## src/rtl/core/fr_pkg.sv

```systemverilog
// fr_pkg: shared types and codes of the fragment reassembler.
// No dependencies; imported by every module under rtl/core.
package fr_pkg;

    // Host command codes carried in the cmd field
    localparam logic [1:0] CMD_FRAME = 2'd0;
    localparam logic [1:0] CMD_CLEAR = 2'd1;
    localparam logic [1:0] CMD_READ  = 2'd2;

    // Frame header codes
    localparam logic [7:0] HDR_SINGLE = 8'h00;
    localparam logic [7:0] HDR_START  = 8'h01;
    localparam logic [7:0] HDR_MIDDLE = 8'h02;
    localparam logic [7:0] HDR_END    = 8'h03;

    // Depth of the queue between front and back
    localparam int QUEUE_DEPTH = 2;

    typedef enum logic [2:0] {
        OP_HEADER,
        OP_PAYLOAD,
        OP_CLEAR,
        OP_READ,
        OP_NONE
    } fr_op_kind_t;

    typedef enum logic [1:0] {
        ST_OK,
        ST_OVERFLOW,
        ST_UNEXPECTED
    } fr_status_t;

    // Decoded item as it travels from front to back
    typedef struct packed {
        fr_op_kind_t kind;
        logic [7:0]  data;
        logic        last;
        logic [7:0]  plen;
        logic [6:0]  read_index;
    } fr_op_t;

    // Result held in the back's output stage
    typedef struct packed {
        logic       msg_ready;
        logic [7:0] message_len;
        fr_status_t frame_status;
        logic       hit;
    } fr_res_t;

endpackage

```

## src/rtl/core/fr_in_if.sv

```systemverilog
// fr_in_if: input beat channel of the fragment reassembler.
// Valid/ready handshake with the frame byte payload; no dependencies.
interface fr_in_if;
    logic       valid;
    logic       ready;
    logic [1:0] cmd;
    logic [7:0] data_byte;
    logic       first_byte;
    logic       last_byte;
    logic [7:0] frame_len;
    logic [6:0] read_index;

    modport source (output valid, cmd, data_byte, first_byte, last_byte, frame_len,
                    read_index, input ready);
    modport sink (input valid, cmd, data_byte, first_byte, last_byte, frame_len,
                  read_index, output ready);
endinterface

```

## src/rtl/core/fr_out_if.sv

```systemverilog
// fr_out_if: result beat channel of the fragment reassembler.
// Valid/ready handshake with the result payload; no dependencies.
interface fr_out_if;
    logic       valid;
    logic       ready;
    logic       msg_ready;
    logic [7:0] message_len;
    logic [7:0] read_data;
    logic [1:0] frame_status;

    modport source (output valid, msg_ready, message_len, read_data, frame_status,
                    input ready);
    modport sink (input valid, msg_ready, message_len, read_data, frame_status,
                  output ready);
endinterface

```

## src/rtl/core/fr_front.sv

```systemverilog
// fr_front: accepts input beats and decodes them into queue ops.
// Depends on fr_pkg and fr_in_if.
module fr_front (
    fr_in_if.sink           item,
    input  logic            full,
    output logic            push,
    output fr_pkg::fr_op_t  op
);
    import fr_pkg::*;

    assign item.ready = !full;
    assign push       = item.valid && !full;

    always_comb
    begin
        op            = '0;
        op.data       = item.data_byte;
        op.read_index = item.read_index;
        // payload length wraps modulo 256, as does a frame_len of zero
        op.plen       = item.frame_len - 8'd1;
        op.last       = 1'b0;
        case (item.cmd)
            CMD_FRAME:
            begin
                op.kind = item.first_byte ? OP_HEADER : OP_PAYLOAD;
                op.last = item.last_byte;
            end
            CMD_CLEAR: op.kind = OP_CLEAR;
            CMD_READ:  op.kind = OP_READ;
            default:   op.kind = OP_NONE;
        endcase
    end

endmodule

```

## src/rtl/core/fr_queue.sv

```systemverilog
// fr_queue: short op queue that decouples front and back.
// Depends on fr_pkg.
module fr_queue (
    input  logic            clk,
    input  logic            rst_n,
    input  logic            push,
    input  fr_pkg::fr_op_t  push_op,
    output logic            full,
    input  logic            pop,
    output logic            head_valid,
    output fr_pkg::fr_op_t  head_op
);
    import fr_pkg::*;

    localparam int PW = (QUEUE_DEPTH > 1) ? $clog2(QUEUE_DEPTH) : 1;
    localparam int CW = $clog2(QUEUE_DEPTH + 1);

    fr_op_t          entry_reg [QUEUE_DEPTH];
    logic [PW-1:0]   wr_ptr_reg, wr_ptr_next;
    logic [PW-1:0]   rd_ptr_reg, rd_ptr_next;
    logic [CW-1:0]   count_reg, count_next;

    assign full       = (count_reg == CW'(QUEUE_DEPTH));
    assign head_valid = (count_reg != '0);
    assign head_op    = entry_reg[rd_ptr_reg];

    always_comb
    begin
        wr_ptr_next = wr_ptr_reg;
        rd_ptr_next = rd_ptr_reg;
        count_next  = count_reg;
        if (push)
        begin
            wr_ptr_next = (wr_ptr_reg == PW'(QUEUE_DEPTH - 1)) ? '0 : wr_ptr_reg + 1'b1;
        end
        if (pop)
        begin
            rd_ptr_next = (rd_ptr_reg == PW'(QUEUE_DEPTH - 1)) ? '0 : rd_ptr_reg + 1'b1;
        end
        case ({push, pop})
            2'b10:   count_next = count_reg + 1'b1;
            2'b01:   count_next = count_reg - 1'b1;
            default: count_next = count_reg;
        endcase
    end

    always_ff @(posedge clk or negedge rst_n)
    begin
        if (!rst_n)
        begin
            wr_ptr_reg <= '0;
            rd_ptr_reg <= '0;
            count_reg  <= '0;
        end
        else
        begin
            wr_ptr_reg <= wr_ptr_next;
            rd_ptr_reg <= rd_ptr_next;
            count_reg  <= count_next;
        end
    end

    always_ff @(posedge clk)
    begin
        if (push)
        begin
            entry_reg[wr_ptr_reg] <= push_op;
        end
    end

`ifndef SYNTHESIS
    a_no_overrun: assert property (@(posedge clk) disable iff (!rst_n)
        full |-> !push) else $error("queue written while full");
    a_no_underrun: assert property (@(posedge clk) disable iff (!rst_n)
        pop |-> head_valid) else $error("queue popped while empty");
    a_count_step: assert property (@(posedge clk) disable iff (!rst_n)
        (push && !pop) |=> count_reg == $past(count_reg) + 1'b1)
        else $error("queue count did not follow a push");
`endif

endmodule

```

## src/rtl/core/fr_back.sv

```systemverilog
// fr_back: executes queued ops against the reassembly state and byte store.
// Depends on fr_pkg and fr_out_if.
module fr_back #(
    parameter int MSG_CAPACITY = 128
) (
    input  logic            clk,
    input  logic            rst_n,
    input  logic            head_valid,
    input  fr_pkg::fr_op_t  head_op,
    output logic            pop,
    fr_out_if.source        result
);
    import fr_pkg::*;

    localparam int         AW   = (MSG_CAPACITY > 1) ? $clog2(MSG_CAPACITY) : 1;
    localparam logic [8:0] CAP9 = 9'(MSG_CAPACITY);

    logic [7:0] mem [MSG_CAPACITY];
    logic [7:0] mem_q_reg;

    logic       in_progress_reg, in_progress_next;
    logic [7:0] assembled_count_reg, assembled_count_next;
    logic [7:0] stored_len_reg, stored_len_next;
    logic       ready_flag_reg, ready_flag_next;
    logic [7:0] write_pos_reg, write_pos_next;
    logic       frame_accept_reg, frame_accept_next;
    logic       out_valid_reg, out_valid_next;
    fr_res_t    res_reg, res_next;

    logic       wr_en;
    logic [8:0] total;
    logic [7:0] ridx8;
    logic       fits_single;
    logic       fits_append;

    assign pop   = head_valid && (!out_valid_reg || result.ready);
    assign total = {1'b0, assembled_count_reg} + {1'b0, head_op.plen};
    assign ridx8 = {1'b0, head_op.read_index};
    assign fits_single = ({1'b0, head_op.plen} <= CAP9);
    assign fits_append = (total <= CAP9);

    always_comb
    begin
        in_progress_next     = in_progress_reg;
        assembled_count_next = assembled_count_reg;
        stored_len_next      = stored_len_reg;
        ready_flag_next      = ready_flag_reg;
        write_pos_next       = write_pos_reg;
        frame_accept_next    = frame_accept_reg;
        wr_en                = 1'b0;
        res_next             = '0;
        res_next.frame_status = ST_OK;

        case (head_op.kind)
            OP_HEADER:
            begin
                frame_accept_next = 1'b0;
                if (head_op.data == HDR_SINGLE)
                begin
                    if (fits_single)
                    begin
                        stored_len_next   = head_op.plen;
                        write_pos_next    = '0;
                        frame_accept_next = 1'b1;
                    end
                    else
                    begin
                        in_progress_next      = 1'b0;
                        assembled_count_next  = '0;
                        res_next.frame_status = ST_OVERFLOW;
                    end
                end
                else if (head_op.data == HDR_START)
                begin
                    if (fits_single)
                    begin
                        in_progress_next     = 1'b1;
                        assembled_count_next = head_op.plen;
                        write_pos_next       = '0;
                        frame_accept_next    = 1'b1;
                    end
                    else
                    begin
                        in_progress_next      = 1'b0;
                        assembled_count_next  = '0;
                        res_next.frame_status = ST_OVERFLOW;
                    end
                end
                else if ((head_op.data == HDR_MIDDLE || head_op.data == HDR_END)
                         && in_progress_reg)
                begin
                    if (fits_append)
                    begin
                        write_pos_next       = assembled_count_reg;
                        assembled_count_next = total[7:0];
                        frame_accept_next    = 1'b1;
                        if (head_op.data == HDR_END)
                        begin
                            stored_len_next  = total[7:0];
                            in_progress_next = 1'b0;
                        end
                    end
                    else
                    begin
                        in_progress_next      = 1'b0;
                        assembled_count_next  = '0;
                        res_next.frame_status = ST_OVERFLOW;
                    end
                end
                else
                begin
                    in_progress_next      = 1'b0;
                    assembled_count_next  = '0;
                    stored_len_next       = '0;
                    res_next.frame_status = ST_UNEXPECTED;
                end
            end
            OP_PAYLOAD:
            begin
                if (frame_accept_reg && ({1'b0, write_pos_reg} < CAP9))
                begin
                    wr_en          = 1'b1;
                    write_pos_next = write_pos_reg + 8'd1;
                end
            end
            OP_CLEAR:
            begin
                stored_len_next = '0;
                ready_flag_next = 1'b0;
            end
            OP_READ:
            begin
                res_next.hit = (ridx8 < stored_len_reg) && ({1'b0, ridx8} < CAP9);
            end
            default:
            begin
            end
        endcase

        // frame end: close the frame, then recompute ready from the updated state
        if (head_op.last)
        begin
            frame_accept_next = 1'b0;
            ready_flag_next   = !in_progress_next && (stored_len_next != '0);
        end

        res_next.msg_ready   = ready_flag_next;
        res_next.message_len = stored_len_next;
    end

    always_comb
    begin
        out_valid_next = out_valid_reg;
        if (pop)
        begin
            out_valid_next = 1'b1;
        end
        else if (result.ready)
        begin
            out_valid_next = 1'b0;
        end
    end

    always_ff @(posedge clk or negedge rst_n)
    begin
        if (!rst_n)
        begin
            in_progress_reg     <= 1'b0;
            assembled_count_reg <= '0;
            stored_len_reg      <= '0;
            ready_flag_reg      <= 1'b0;
            write_pos_reg       <= '0;
            frame_accept_reg    <= 1'b0;
            out_valid_reg       <= 1'b0;
        end
        else
        begin
            out_valid_reg <= out_valid_next;
            if (pop)
            begin
                in_progress_reg     <= in_progress_next;
                assembled_count_reg <= assembled_count_next;
                stored_len_reg      <= stored_len_next;
                ready_flag_reg      <= ready_flag_next;
                write_pos_reg       <= write_pos_next;
                frame_accept_reg    <= frame_accept_next;
            end
        end
    end

    always_ff @(posedge clk)
    begin
        if (pop)
        begin
            res_reg <= res_next;
        end
    end

    // byte store: one write port, one registered read port
    always_ff @(posedge clk)
    begin
        if (pop && wr_en)
        begin
            mem[write_pos_reg[AW-1:0]] <= head_op.data;
        end
    end

    always_ff @(posedge clk)
    begin
        if (pop)
        begin
            mem_q_reg <= mem[ridx8[AW-1:0]];
        end
    end

    assign result.valid        = out_valid_reg;
    assign result.msg_ready    = res_reg.msg_ready;
    assign result.message_len  = res_reg.message_len;
    assign result.frame_status = res_reg.frame_status;
    assign result.read_data    = res_reg.hit ? mem_q_reg : 8'd0;

`ifndef SYNTHESIS
    a_count_in_range: assert property (@(posedge clk) disable iff (!rst_n)
        {1'b0, assembled_count_reg} <= CAP9) else $error("assembled count past capacity");
    a_len_in_range: assert property (@(posedge clk) disable iff (!rst_n)
        {1'b0, stored_len_reg} <= CAP9) else $error("stored length past capacity");
    a_wpos_in_range: assert property (@(posedge clk) disable iff (!rst_n)
        {1'b0, write_pos_reg} <= CAP9) else $error("write position past capacity");
    a_hold_on_stall: assert property (@(posedge clk) disable iff (!rst_n)
        (out_valid_reg && !result.ready) |=> (out_valid_reg && $stable(res_reg)))
        else $error("result changed while stalled");
`endif

endmodule

```

## src/rtl/core/fragment_reassembler.sv

```systemverilog
// fragment_reassembler: top level; rebuilds messages from frame byte beats.
// Depends on fr_pkg, fr_in_if, fr_out_if, fr_front, fr_queue, fr_back.
//
//  channel | dir  | beat contents
//  --------+------+-----------------------------------------------------------
//  item    | in   | cmd, data_byte, first_byte, last_byte, frame_len, read_index
//  result  | out  | msg_ready, message_len, read_data, frame_status
//
// One beat per cycle while result.ready is high; each item gives exactly one
// result beat. An accepted beat is written into the queue, executed at the
// queue head, and its result registered in the back's output stage (read
// data comes from the store's registered read port in the same stage).
// The two-entry queue between front and back keeps item.ready high while a
// result waits for result.ready; ready drops only when the queue is full.
// rst_n clears all control state asynchronously; the byte store is not
// cleared and needs no clearing pass, so beats are taken right after reset.
module fragment_reassembler #(
    parameter int MSG_CAPACITY = 128
) (
    input  logic     clk,
    input  logic     rst_n,
    fr_in_if.sink    item,
    fr_out_if.source result
);
    import fr_pkg::*;

    logic   q_push;
    logic   q_full;
    logic   q_pop;
    logic   q_head_valid;
    fr_op_t q_push_op;
    fr_op_t q_head_op;

    // front: handshake and decode of the incoming beat
    fr_front u_front (
        .item (item),
        .full (q_full),
        .push (q_push),
        .op   (q_push_op)
    );

    // queue: decouples decode from execution
    fr_queue u_queue (
        .clk        (clk),
        .rst_n      (rst_n),
        .push       (q_push),
        .push_op    (q_push_op),
        .full       (q_full),
        .pop        (q_pop),
        .head_valid (q_head_valid),
        .head_op    (q_head_op)
    );

    // back: reassembly state, byte store and result stage
    fr_back #(
        .MSG_CAPACITY (MSG_CAPACITY)
    ) u_back (
        .clk        (clk),
        .rst_n      (rst_n),
        .head_valid (q_head_valid),
        .head_op    (q_head_op),
        .pop        (q_pop),
        .result     (result)
    );

endmodule
```

## src/flat_wrapper.sv

```systemverilog
// flat-port wrapper written by rule: the top's interface ports become plain ports
module fragment_reassembler_flat import fr_pkg::*;
#(
    parameter int MSG_CAPACITY = 128
)
  (clk, rst_n, item_valid, item_cmd, item_data_byte, item_first_byte, item_last_byte, item_frame_len, item_read_index, item_ready, result_valid, result_msg_ready, result_message_len, result_read_data, result_frame_status, result_ready);
  fr_in_if item_i ();
  fr_out_if result_i ();
  input  logic clk;
  input  logic rst_n;
  input wire logic [$bits(item_i.valid)-1:0] item_valid;
  input wire logic [$bits(item_i.cmd)-1:0] item_cmd;
  input wire logic [$bits(item_i.data_byte)-1:0] item_data_byte;
  input wire logic [$bits(item_i.first_byte)-1:0] item_first_byte;
  input wire logic [$bits(item_i.last_byte)-1:0] item_last_byte;
  input wire logic [$bits(item_i.frame_len)-1:0] item_frame_len;
  input wire logic [$bits(item_i.read_index)-1:0] item_read_index;
  output wire logic [$bits(item_i.ready)-1:0] item_ready;
  output wire logic [$bits(result_i.valid)-1:0] result_valid;
  output wire logic [$bits(result_i.msg_ready)-1:0] result_msg_ready;
  output wire logic [$bits(result_i.message_len)-1:0] result_message_len;
  output wire logic [$bits(result_i.read_data)-1:0] result_read_data;
  output wire logic [$bits(result_i.frame_status)-1:0] result_frame_status;
  input wire logic [$bits(result_i.ready)-1:0] result_ready;
  assign item_i.valid = item_valid;
  assign item_i.cmd = item_cmd;
  assign item_i.data_byte = item_data_byte;
  assign item_i.first_byte = item_first_byte;
  assign item_i.last_byte = item_last_byte;
  assign item_i.frame_len = item_frame_len;
  assign item_i.read_index = item_read_index;
  assign item_ready = item_i.ready;
  assign result_valid = result_i.valid;
  assign result_msg_ready = result_i.msg_ready;
  assign result_message_len = result_i.message_len;
  assign result_read_data = result_i.read_data;
  assign result_frame_status = result_i.frame_status;
  assign result_i.ready = result_ready;
  fragment_reassembler #(.MSG_CAPACITY(MSG_CAPACITY)) u_core (.clk(clk), .rst_n(rst_n), .item(item_i), .result(result_i));
endmodule
```

## config.mk

```make
export PLATFORM = sky130hd
export DESIGN_NAME = fragment_reassembler_flat
export DESIGN_NICKNAME = d
export VERILOG_FILES = /design/src/rtl/core/fr_pkg.sv /design/src/rtl/core/fr_in_if.sv /design/src/rtl/core/fr_out_if.sv /design/src/rtl/core/fr_front.sv /design/src/rtl/core/fr_queue.sv /design/src/rtl/core/fr_back.sv /design/src/rtl/core/fragment_reassembler.sv /design/src/flat_wrapper.sv
export SDC_FILE = /design/constraint.sdc
export NUM_CORES = 2
export LEC_CHECK = 0
export BUFFER_PORTS_ARGS = -buffer_cell sky130_fd_sc_hd__buf_4
export CELL_PAD_IN_SITES_DETAIL_PLACEMENT = 0
export CELL_PAD_IN_SITES_GLOBAL_PLACEMENT = 1
export CORE_MARGIN = 2
export CORE_UTILIZATION = 50
export DETAILED_ROUTE_END_ITERATION = 10
export PLACE_DENSITY = 0.74
export SLEW_MARGIN = 20
export SYNTH_ARGS = -nofsm -noshare
export SYNTH_HDL_FRONTEND = slang
export SYNTH_HIERARCHICAL = 1
export SYNTH_SLANG_ARGS = --single-unit
```

## constraint.sdc

```tcl
create_clock -name clk -period 8 [get_ports clk]
set_clock_uncertainty 0.2 [all_clocks]
set_input_delay 1.6 -clock clk [delete_from_list [all_inputs] [get_ports clk]]
set_output_delay 1.6 -clock clk [all_outputs]
set_load 0.02 [all_outputs]
```

# Word level (Yosys, flattened, before mapping)
# Memory sizes are Yosys's and may differ from the RTL's. A register that Yosys moved wholly into a read port is not among the register bits.
# Index checks and enable logic that the tools add are counted.
[op_classes] n_addsub=7 magnitude_cmp=5 eq_ne=15 n_mux=56 n_reduce_logical=24
[op_table] cell="8-bit two-way mux" count=19
[op_table] cell="8-bit one-hot mux with 2 select lines" count=2
[op_table] cell="1-bit two-way mux" count=30
[op_table] cell="8-bit by 2-bit equality test with 1-bit output, second input constant" count=2
[op_table] cell="2-bit nonzero test" count=5
[op_table] cell="8-bit by 8-bit adder with 9-bit output" count=1
[op_table] cell="9-bit by 8-bit less-or-equal comparator with 1-bit output, second input constant" count=1
[op_table] cell="3-bit one-hot mux with 3 select lines" count=1
[op_table] cell="8-bit by 1-bit adder with 8-bit output, second input constant" count=1
[op_table] cell="8-bit by 1-bit equality test with 1-bit output, second input constant" count=1
[op_table] cell="8-bit less-or-equal comparator, second input constant" count=1
[op_table] cell="8-bit logical NOT" count=1
[op_table] cell="7-bit by 8-bit < comparator with 1-bit output" count=1
[op_table] cell="7-bit by 8-bit < comparator with 1-bit output, second input constant" count=1
[op_table] cell="8-bit < comparator, second input constant" count=1
[op_table] cell="4-bit != test, second input constant" count=2
[op_table] cell="8-bit nonzero test" count=1
[op_table] cell="8-bit by 1-bit subtractor with 8-bit output, second input constant" count=1
[op_table] cell="1-bit logical AND" count=7
[op_table] cell="2-bit equality test, second input constant" count=3
[op_table] cell="3-bit by 2-bit equality test with 1-bit output, second input constant" count=2
[op_table] cell="2-bit two-way mux" count=3
[op_table] cell="5-bit AND reduction" count=1
[op_table] cell="2-bit by 1-bit equality test with 1-bit output, second input constant" count=2
[op_table] cell="12 further kinds" count=17
[word_totals] ff_bits=44 mem_bits_rw=1078 in_bits=31 memories=2
[memory_table] name="u_core.u_back.mem" words=128 word_bits=8 rd=1 rd_ports_with_merged_regs=1 wr=1 line_no="fr_back.sv:18" source="logic [7:0] mem [MSG_CAPACITY];"
[memory_table] name="u_core.u_queue.entry_reg" words=2 word_bits=27 rd=1 rd_ports_with_merged_regs=0 wr=1 line_no="fr_queue.sv:18" source="fr_op_t entry_reg [QUEUE_DEPTH];"

# Logic depth before layout (Yosys ltp)
# An unclocked memory read counts as a cell.
[depth] depth_word=11 depth_mapped=16 ltp_nobuf=13

# Modules after synthesis
# The synthesis kept the hierarchy.
[modules_own_cells] mod="fr_back" instances=1 cells_each=2001 area_each_um2=42816.1 seq_area_each_um2=32050.7
[modules_own_cells] mod="fr_queue" instances=1 cells_each=100 area_each_um2=2234.6 seq_area_each_um2=1721.7
[modules_own_cells] mod="fr_front" instances=1 cells_each=41 area_each_um2=309.0 seq_area_each_um2=0.0

# Worst setup path before layout
# No wires, ideal clock.
[synth_timing] path_kind="input port to flip-flop" from="input port result_ready" to="register u_core.u_queue.count_reg[1]" arrival_ns=3.608 setup_slack_ns=4.113 cell_stages=8 path_buffers=2 cell_sequence="nand2b_1 > nand2_1 > clkbuf_1 > inv_1 > clkbuf_1 > ha_1 > nor2_1 > xor2_1"
[synth_between] elab_chain_len=4
[synth_rtl] element="start, declared" line_no="flat_wrapper.sv:24" source="input wire logic [$bits(result_i.ready)-1:0] result_ready;"
[synth_rtl] element="1-bit logical OR *" line_no="fr_back.sv:36" source="assign pop = head_valid && (!out_valid_reg || result.ready);"
[synth_rtl] element="1-bit logical AND *" line_no="fr_back.sv:36"
[synth_rtl] element="via u_core.q_pop" line_no="fragment_reassembler.sv:29" source="logic q_pop;"
[synth_rtl] element="2-bit by 1-bit equality test with 1-bit output / 2-bit equality test (equally long branches)" line_no="fr_queue.sv:40" source="case ({push, pop})"
[synth_rtl] element="2-bit one-hot mux with 2 select lines / 2-bit nonzero test (equally long branches)"
[synth_rtl] element="end signal, assigned" line_no="fr_queue.sv:59" source="count_reg <= count_next;"
[synth_rtl] element="end, declared" line_no="fr_queue.sv:21" source="logic [CW-1:0] count_reg, count_next;"
# Mark *: on every way through the listed nets, which the timed path passes. The rest lies on a longest branch.
# A chain may end at the register's enable or synchronous reset.

==> metrics <==
outcome=completed; Max Clk Rate=~0.19 GHz; dominant cells by area after synthesis=edfxtp_1 73%, mux4_2 17%, dfrtp_1 1.8%; Total GRT Usage=0.221; clk buf depth=3; antenna diode count=0; layout-stage area growth over the synthesis result=10.7%; Synth Instances=2142; Pre-antenna DRT Iters=5; Synth Cell Area=between 0.04 and 0.05 sq mm; grt met1 use=0.321; sequential share of the synthesized area=0.745; met2 global-route usage=0.360; layout cells sized above 1=0.271; CP endpoint kind=register; CTS Buf Count=between 100 and 150; min cycle time layout=approximately 5.3 ns; Die Width=~310 um; Worst Tran Pin Value=1.03 ns; Crit Path Category=register to register; Hold Crit Depth=1; RSZ-0062 raised after global routing=no; Yosys top cell by area=edfxtp_1; worst reg2reg startpoint=u_core/u_queue/rd_ptr_reg; Critical Path RT=approximately 8.1 ns; Slew Limit Fails=0; Die ar.=0.0931 sq mm; DRT antenna net count=0; Buffers on Ports=51; initial drt markers=~2.6k; Reg2Reg Depth=9; CTS Root Cell=clkbuf_16; I/O pin total=52; Crit Path Max Fanout=16; Hold Crit Class=register to register; RePlAce Congestion=approximately 0.87; most frequent cell after synthesis=edfxtp_1; max cap viols=0; GR Util met3=0.0301; setup bufs post-CTS=0; Hold Vio Cnt, Final=0; hold path start=u_core/u_queue/count_reg[1]; max reg flops=slightly above 1k; critical path arrival=about 5.4 ns; Final Setup Violations=0; Power Density=about 340 mW/mm^2; total gr overflow=0; core area=roughly 0.09 sq mm; maximum vdd drop=0.313 mV; Synth top area share=0.727; relative slew slack=0.313; Overall Power=~17 mW; hold-fix buffers at CTS=0; crit start category=register; clk_lat worst skew=slightly below 0.7 ns; starting density of the core=0.504; hold slack=around 0.27 ns; fraction of registers with async set/reset=0.0283; Post-Syn Area per Cell=~21 sq um; vias in the first global route=22.1k; first-pass GRT wire length=around 150000 um; Main synth FF type=edfxtp_1; DP HPWL=roughly 61000 um; clk sinks=roughly 1.1k; Vias=21.7k; syn_nets=2193; H-tree levels=3; final net count=about 2.2k; top cell types by occurrence after synthesis=1098 x edfxtp_1, 336 x mux4_2, 162 x nor2_1, 68 x clkbuf_1, 55 x nand2_1; Most Crowded Layer GR=met2; Remaining DRCs=0; Ys Warns=6; Leakage=15.7 nW; final WL=a little over 100000 um; Final TNS setup=0 ns; CTS resizes=0; FF+latch count, synth=about 1.1k; r2r setup slk=2.67 ns; Vias/cell=between 6 and 7; Die Span Y=slightly above 300 um; fin crit share=0.666; antenna violations before repair=0; Post-synth EDFFs=about 1.1k; drt wl/cell=between 20 and 30 um; clock-pin slew on the worst setup and hold paths=approximately 0.060 ns; Distinct cells, synth=68; end of the worst hold path=u_core/u_queue/count_reg[1]; # rows=110; CTS tree=done; largest net degree at the start of global routing=~140; RR Endpoint=u_core/u_back/mem[83][5]
## layout by cell type, fill, tap and decap left out, types with 8 or more instances in the layout
cell type	instances
edfxtp_1	1098
nand3_1	15
nor3_1	9
clkbuf_1	21
a21oi_1	21
xor2_1	10
mux2_2	17
clkbuf_16	109
mux2_4	18
a22oi_1	12
clkinv_1	29
o21ai_0	33
nor2b_1	11
a21o_1	8
dfrtp_1	32
nor2_1	161
mux4_2	336
and2_1	13
ha_1	19
buf_4	71
inv_1	22
nand2_1	53
clkinv_2	23
## worst max-delay path, cell delays in order (launching register included)
cell     delay [ns]
dfrtp_1        0.92
buf_4          0.38
mux2_2         0.41
or3b_2         0.53
nor2_1         0.12
nand2_1        0.12
or2_2          0.33
nor2_1         0.33
nand3_2        0.71
nor2_1         0.90
## worst max-delay path by stage
stage,startpoint,endpoint,slack (ns),depth (start not counted)
floorplan,result_ready,u_core/u_queue/count_reg[1],4.11,8
global placement,u_core/u_queue/rd_ptr_reg,u_core/u_back/mem[83][2],2.71,9
detailed placement,u_core/u_queue/rd_ptr_reg,u_core/u_back/mem[83][5],2.62,9
CTS,u_core/u_queue/rd_ptr_reg,u_core/u_back/mem[19][0],2.62,9
global route,u_core/u_queue/rd_ptr_reg,u_core/u_back/mem[83][5],2.39,9
finish,u_core/u_queue/rd_ptr_reg,u_core/u_back/mem[83][5],2.67,9
## routing by layer
| layer | share of wire | routed length, um |
|---|---|---|
| met1 | 0.41 | 41900 |
| met2 | 0.49 | 50200 |
| met3 | 0.073 | 7470 |
| met4 | 0.023 | 2300 |
| met5 | 0 | 0 |
## power by group
group | total [mW] | switching (mW) | internal (mW)
Combinational | 4.92 | 2.91 | 2.00
Sequential | 7.46 | 0.0922 | 7.37
Clock | 4.85 | 2.12 | 2.72
## area by class of cell
type	instances	area [sq um]
flip-flops and latches	1130	33800
clock inverters	67	526
inverters	22	82.6
fillers	6666	39800
clock buffers	133	2850
multi-input cells	861	10900
repair buffers	75	621
well taps	1176	1470
## stage by stage
stage | utilization | area (sq um) | setup slack (ns) | instances
floorplan | - | 45400 | 4.11 | 2142
global placement | 0.520 | 46800 | 2.71 | 3263
detailed placement | 0.520 | 46800 | 2.62 | 3263
CTS | 0.558 | 50200 | 2.62 | 3463
global route | 0.558 | 50200 | 2.39 | 3464
finish | 0.558 | 50200 | 2.67 | 3464
## cells by family (layout without fill, tap and decap cells)
kind of cell               Yosys count  in the layout  share of synthesized area
AOI/OAI and AO/OA                  128            128                     0.0193
xor gates and xnor gates            16             16                    0.00309
adders and majority gates           20             20                    0.00568
buffers and inverters              151            297                     0.0163
DFF                               1130           1130                      0.745
muxes                              379            379                      0.179
and+or+nand+nor                    318            318                     0.0322
No activity file was read; power rests on OpenSTA's default activity.
